## src/hdl/tks_pkg.sv

```systemverilog
`default_nettype none
package tks_pkg;

	localparam int NAME_WORDS = 4;

	localparam logic [1:0] ACT_CLEAR = 2'd0;
	localparam logic [1:0] ACT_OFFER = 2'd1;
	localparam logic [1:0] ACT_READ  = 2'd2;

	typedef logic [NAME_WORDS-1:0][63:0] name_t;

	typedef struct packed {
		logic [1:0]        action;
		logic [63:0]       name_word0;
		logic [63:0]       name_word1;
		logic [63:0]       name_word2;
		logic [63:0]       name_word3;
		logic signed [7:0] strength;
		logic [3:0]        read_index;
		logic              batch_end;
	} in_t;

	typedef struct packed {
		logic [4:0]        entry_count;
		logic [63:0]       out_word0;
		logic [63:0]       out_word1;
		logic [63:0]       out_word2;
		logic [63:0]       out_word3;
		logic signed [7:0] out_strength;
		logic              out_valid;
		logic              batch_done;
	} out_t;

	typedef struct packed {
		name_t             name;
		logic signed [7:0] strength;
	} entry_t;

	// Every byte after the first zero byte reads as zero.
	function automatic name_t clean_name(input name_t raw);
		name_t res;
		logic ended;
		res = '0;
		ended = 1'b0;
		for (int w = 0; w < NAME_WORDS; w++) begin
			for (int b = 0; b < 8; b++) begin
				if (raw[w][8*b +: 8] == 8'd0) begin
					ended = 1'b1;
				end
				if (!ended) begin
					res[w][8*b +: 8] = raw[w][8*b +: 8];
				end
			end
		end
		return res;
	endfunction

endpackage
`default_nettype wire

```

## src/hdl/tks_entry_ram.sv

```systemverilog
`default_nettype none
module tks_entry_ram
	import tks_pkg::*;
#(
	parameter int DEPTH = 16,
	parameter int AW = 4
) (
	input  wire logic          clk,
	input  wire logic          we,
	input  wire logic [AW-1:0] waddr,
	input  wire entry_t        wdata,
	input  wire logic [AW-1:0] raddr,
	output entry_t             rdata
);

	entry_t mem [DEPTH];

	always_ff @(posedge clk) begin
		if (we) begin
			mem[waddr] <= wdata;
		end
		rdata <= mem[raddr];
	end

endmodule
`default_nettype wire

```

## config.mk

```make
export PLATFORM = sky130hd
export DESIGN_NAME = tks_entry_ram
export DESIGN_NICKNAME = d
export VERILOG_FILES = /design/src/hdl/tks_pkg.sv /design/src/hdl/tks_entry_ram.sv
export SDC_FILE = /design/constraint.sdc
export NUM_CORES = 2
export LEC_CHECK = 0
export BUFFER_PORTS_ARGS = -buffer_cell sky130_fd_sc_hd__buf_2
export CORE_ASPECT_RATIO = 1.75
export CORE_MARGIN = 2
export CORE_UTILIZATION = 42
export CTS_BUF_LIST = sky130_fd_sc_hd__clkbuf_2
export DETAILED_ROUTE_END_ITERATION = 8
export MAX_ROUTING_LAYER = met4
export PLACE_DENSITY = 0.62
export REMOVE_ABC_BUFFERS = 1
export SKIP_CTS_REPAIR_TIMING = 1
export SYNTH_ARGS = -nofsm -noshare
export SYNTH_HDL_FRONTEND = slang
export SYNTH_MEMORY_MAX_BITS = 65536
export SYNTH_SLANG_ARGS = --single-unit
export TNS_END_PERCENT = 1
```

## constraint.sdc

```tcl
create_clock -name clk -period 26.1 [get_ports clk]
set_clock_uncertainty 0.05 [all_clocks]
set_input_delay 1.305 -clock clk [delete_from_list [all_inputs] [get_ports clk]]
set_output_delay 1.305 -clock clk [all_outputs]
set_load 0.03 [all_outputs]
```

==> results.md <==
- Synth cell types: 26
- Initial antenna violation count: 67
- FMAX: 0.1743 GHz
- Final setup TNS: 0 ns
- Yosys reg bits: 4,488
- CTS root buffer: clkbuf_2
- Total of warnings raised by yosys: 0
- Proportion of synthesized area in mux cells: 14.72%
- # port buffers: 537
- Gr ovfl total: 0
- Slowest stage delay, CP: 0.83 ns
- Post-Synth Adder-Cell Area: 0%
- Worst Hold End: mem[13][146]
- Worst EP arrival: 7.48 ns
- Crit path time final: 5.738 ns
- Largest family of logic cells by synthesized area: multiplexers
- Crit Reg-Reg Startpoint: mem[5][6]
- R2r setup slk: 24.57 ns
- Max transition margin: 17.17%
- Critical path endpoint category: flip-flop
- Simple-Gate Fraction of Synth Area: 0.8159%
- Initial Utilization: 42.11%
- Largest net degree at the start of global routing: 98
- Area Overhead vs Synth: 14.27%
- Pwr dens: 71.32 nW/um2
- Drt drc: 0
- Syn Area/Cell: 23.86 um2
- Net Sw Power: 0.003298 W
- Layout Utilization: 48.12%
- CTS H-tree lvls: 6
- Comb pwr share: 6.4%
- Hold wc startpoint: wdata[146]
- Synth area leaders: edfxtp_1, mux4_2, dfxtp_1
- Max-cap violations: 0
- Boundary Pins: 538
- Site Rows: 303
- Final setup viols: 0
- Sequential cell fraction of total power: 60.9%
- Compound-Gate Fraction of Synth Area: 2.557%
- Hold Fails Final Rpt: 0
- Critical path launch point type: input port
- Vias in the first global route: 84,170
- CP dominant cell by count: buf_4
- Share of layout cells above drive strength 1: 35.42%
- Final net count: 8,893
- Yosys top cell area share: 77.60%
- CTS sink count: 4,488
- Drt first pass iters: 5
- First-pass GRT wire length: 580.8 mm
- Post-Synth XOR/XNOR Area: 0%
- RSZ-0062 raised after global routing: no
- Switching Fraction: 24.75%
- Clock power share: 32.7%
- Initial DRC count: 7,525
- Cts bufs inserted: 944
- Worst IR Drop VDD: 0.05888 mV
- Final Max Slew Viols: 0
- Synthesized instance count: 6,850
- Tot GR Track Use: 20.91%
- Gp weighted congestion: 0.7471
- Tot Pwr: 0.01332 W
- Clk slew on worst S/H paths: 0.12 ns
- Synthesized area: 163,500 um2
- Worst Hold Path Cells: 2
- Clock buffer depth: 4
- Worst R2R End: rdata[6]
- Outcome: complete, no violations
- Actual slew at the worst max-slew pin: 1.242 ns
- Leakage: 61.50 nW
- Vias per cell: 5.482
- Top cell type by total area after synthesis: edfxtp_1
- Routed wire length per instance: 27.80 um
- Drt total wl: 408.5 mm
- Die ar.: 394,400 um2
- Core area: 388,200 um2
- Die X: 475.6 um
- Via count: 80,540
- Worst Path Class, Setup: input port to flip-flop
- Internal: 0.01002 W
- Chip Height: 829.3 um
- TritonCTS clock tree: yes
- Worst skew pair latency: 2.09 ns
- Worst Path Required: 27.84 ns
- Antenna Violating Nets Remaining: 0
- R2R depth: 3
- Fin crit share: 21.98%
- Seq/Total Area, Yosys: 80.83%
- Crit-path cells: dlygate4sd3_1 -> buf_12 -> buf_4 -> buf_4 -> buf_4 -> buf_4 -> buf_12 -> mux4_2 -> a22oi_1 -> nand2_1
- Worst-path fanout max: 97
- Critical path's slowest cell: buf_4
- Hold crit path type: input port to flip-flop
- HPWL Detailed: 204.5 mm
metrics by stage:
stage / instance area (um2) / hold slack (ns) / setup slack (ns) / std cells
2_1_floorplan: 161700 / 0.5849 / 5.259 / 6487
4_1_cts: 181700 / -0.8647 / 21.11 / 14140
3_5_place_dp: 172600 / 0.6027 / 18.78 / 12370
3_3_place_gp: 172600 / 0.5972 / 18.87 / 12370
5_1_grt: 186800 / -0.04857 / 19.99 / 14680
6_report: 186800 / 0.1969 / 20.36 / 14690
state kept, by name, indices dropped and copies added (netlist names):
register and flops:
mem 4224, rdata 264
synthesized netlist by cell type:
library cell  instances
mux4_2             1000
edfxtp_1           4224
or3b_2                1
nand3b_1              2
mux2i_1              37
nand2_1             210
clkbuf_1            152
mux2_2              104
nor2b_1              41
nand2b_1             25
o221ai_1             35
nor3_1                4
nor2_2                1
dfxtp_1             264
a221oi_1             21
o22a_1                8
buf_1                35
a22oi_1             464
nor2_1               14
o21ai_0              27
nand3_1               1
buf_4                59
and2_1                3
buf_6                 5
or2_2                 1
buf_2               112
kinds of logic (layout without fill, tap and decap cells):
kind of cell | Yosys count | after routing
other | 0 | 65
buffers and inverters | 363 | 2955
multiplexers | 1141 | 1141
AND/OR/NAND/NOR | 303 | 303
flip-flops | 4488 | 4488
AO/OA/AOI/OAI | 555 | 555
cell type report:
type                            instances  area [um2]
Fill cell                           32420      201400
Sequential cell                      4488      132100
Multi-Input combinational cell       1999       29750
Timing Repair Buffer                 1186        9116
Clock buffer                         1386        6937
Tap cell                             5185        6487
Clock inverter                        383        2220
Antenna cell                           65       162.7
power groups by stage:
stage / combinational [W] / clock, W / sequential [W]
final: 0.000853 / 0.00435 / 0.00812
after global routing: 0.000912 / 0.00484 / 0.00813
after CTS: 0.000798 / 0.00451 / 0.00812
after detailed placement: 0.000797 / 0 / 0.00828
after global placement: 0.000781 / 0 / 0.00827
after floorplan: 0.000314 / 0 / 0.00838
layer usage:
layer	vias to the layer above	wire length (um)	share of wire (%)	GRT usage [%]
li1	33630	-	-	-
met1	43090	161200	39	25.82
met2	3115	210100	51	34.72
met3	701	27060	6.6	4.214
met4	0	10110	2.5	6.509
met5	-	0	0	-
critical path: cells and delay by family:
kind | cells | cell delay (ns)
AOI/OAI and AO/OA | 1 | 0.24
buffers and inverters | 7 | 4.84
and+or+nand+nor | 1 | 0.09
muxes | 1 | 0.60
worst max-delay path by stage:
stage / from / endpoint / slack [ns] / cells past startpoint
finish: raddr[0] / rdata[136] / 20.36 / 10
global route: raddr[0] / rdata[136] / 19.99 / 10
CTS: raddr[0] / rdata[136] / 21.11 / 9
detailed placement: raddr[0] / rdata[136] / 18.78 / 9
global placement: raddr[0] / rdata[242] / 18.87 / 9
floorplan: waddr[2] / mem[0][0] / 5.26 / 2
layout by cell type, fill, tap and decap left out, types with 5 or more instances in the layout:
master         instances
mux4_2              1000
dfxtp_1              264
mux2_2               104
inv_12                 6
buf_12                24
nor2b_1               35
inv_2                  8
a221oi_1              21
nand2b_1              25
buf_4                135
mux2i_1               37
nor2_4                14
bufinv_16             19
clkinv_4               7
clkbuf_2            1386
clkinvlp_4             7
diode_2               65
inv_6                  8
a22oi_1              464
nand2_1              210
buf_2                533
dlygate4sd3_1        492
clkinv_1             253
nor2b_4                5
o22a_1                 8
o21ai_0               27
clkinv_2              73
edfxtp_1            4224
o221ai_1              35
Power figures use the tool's default switching activity.
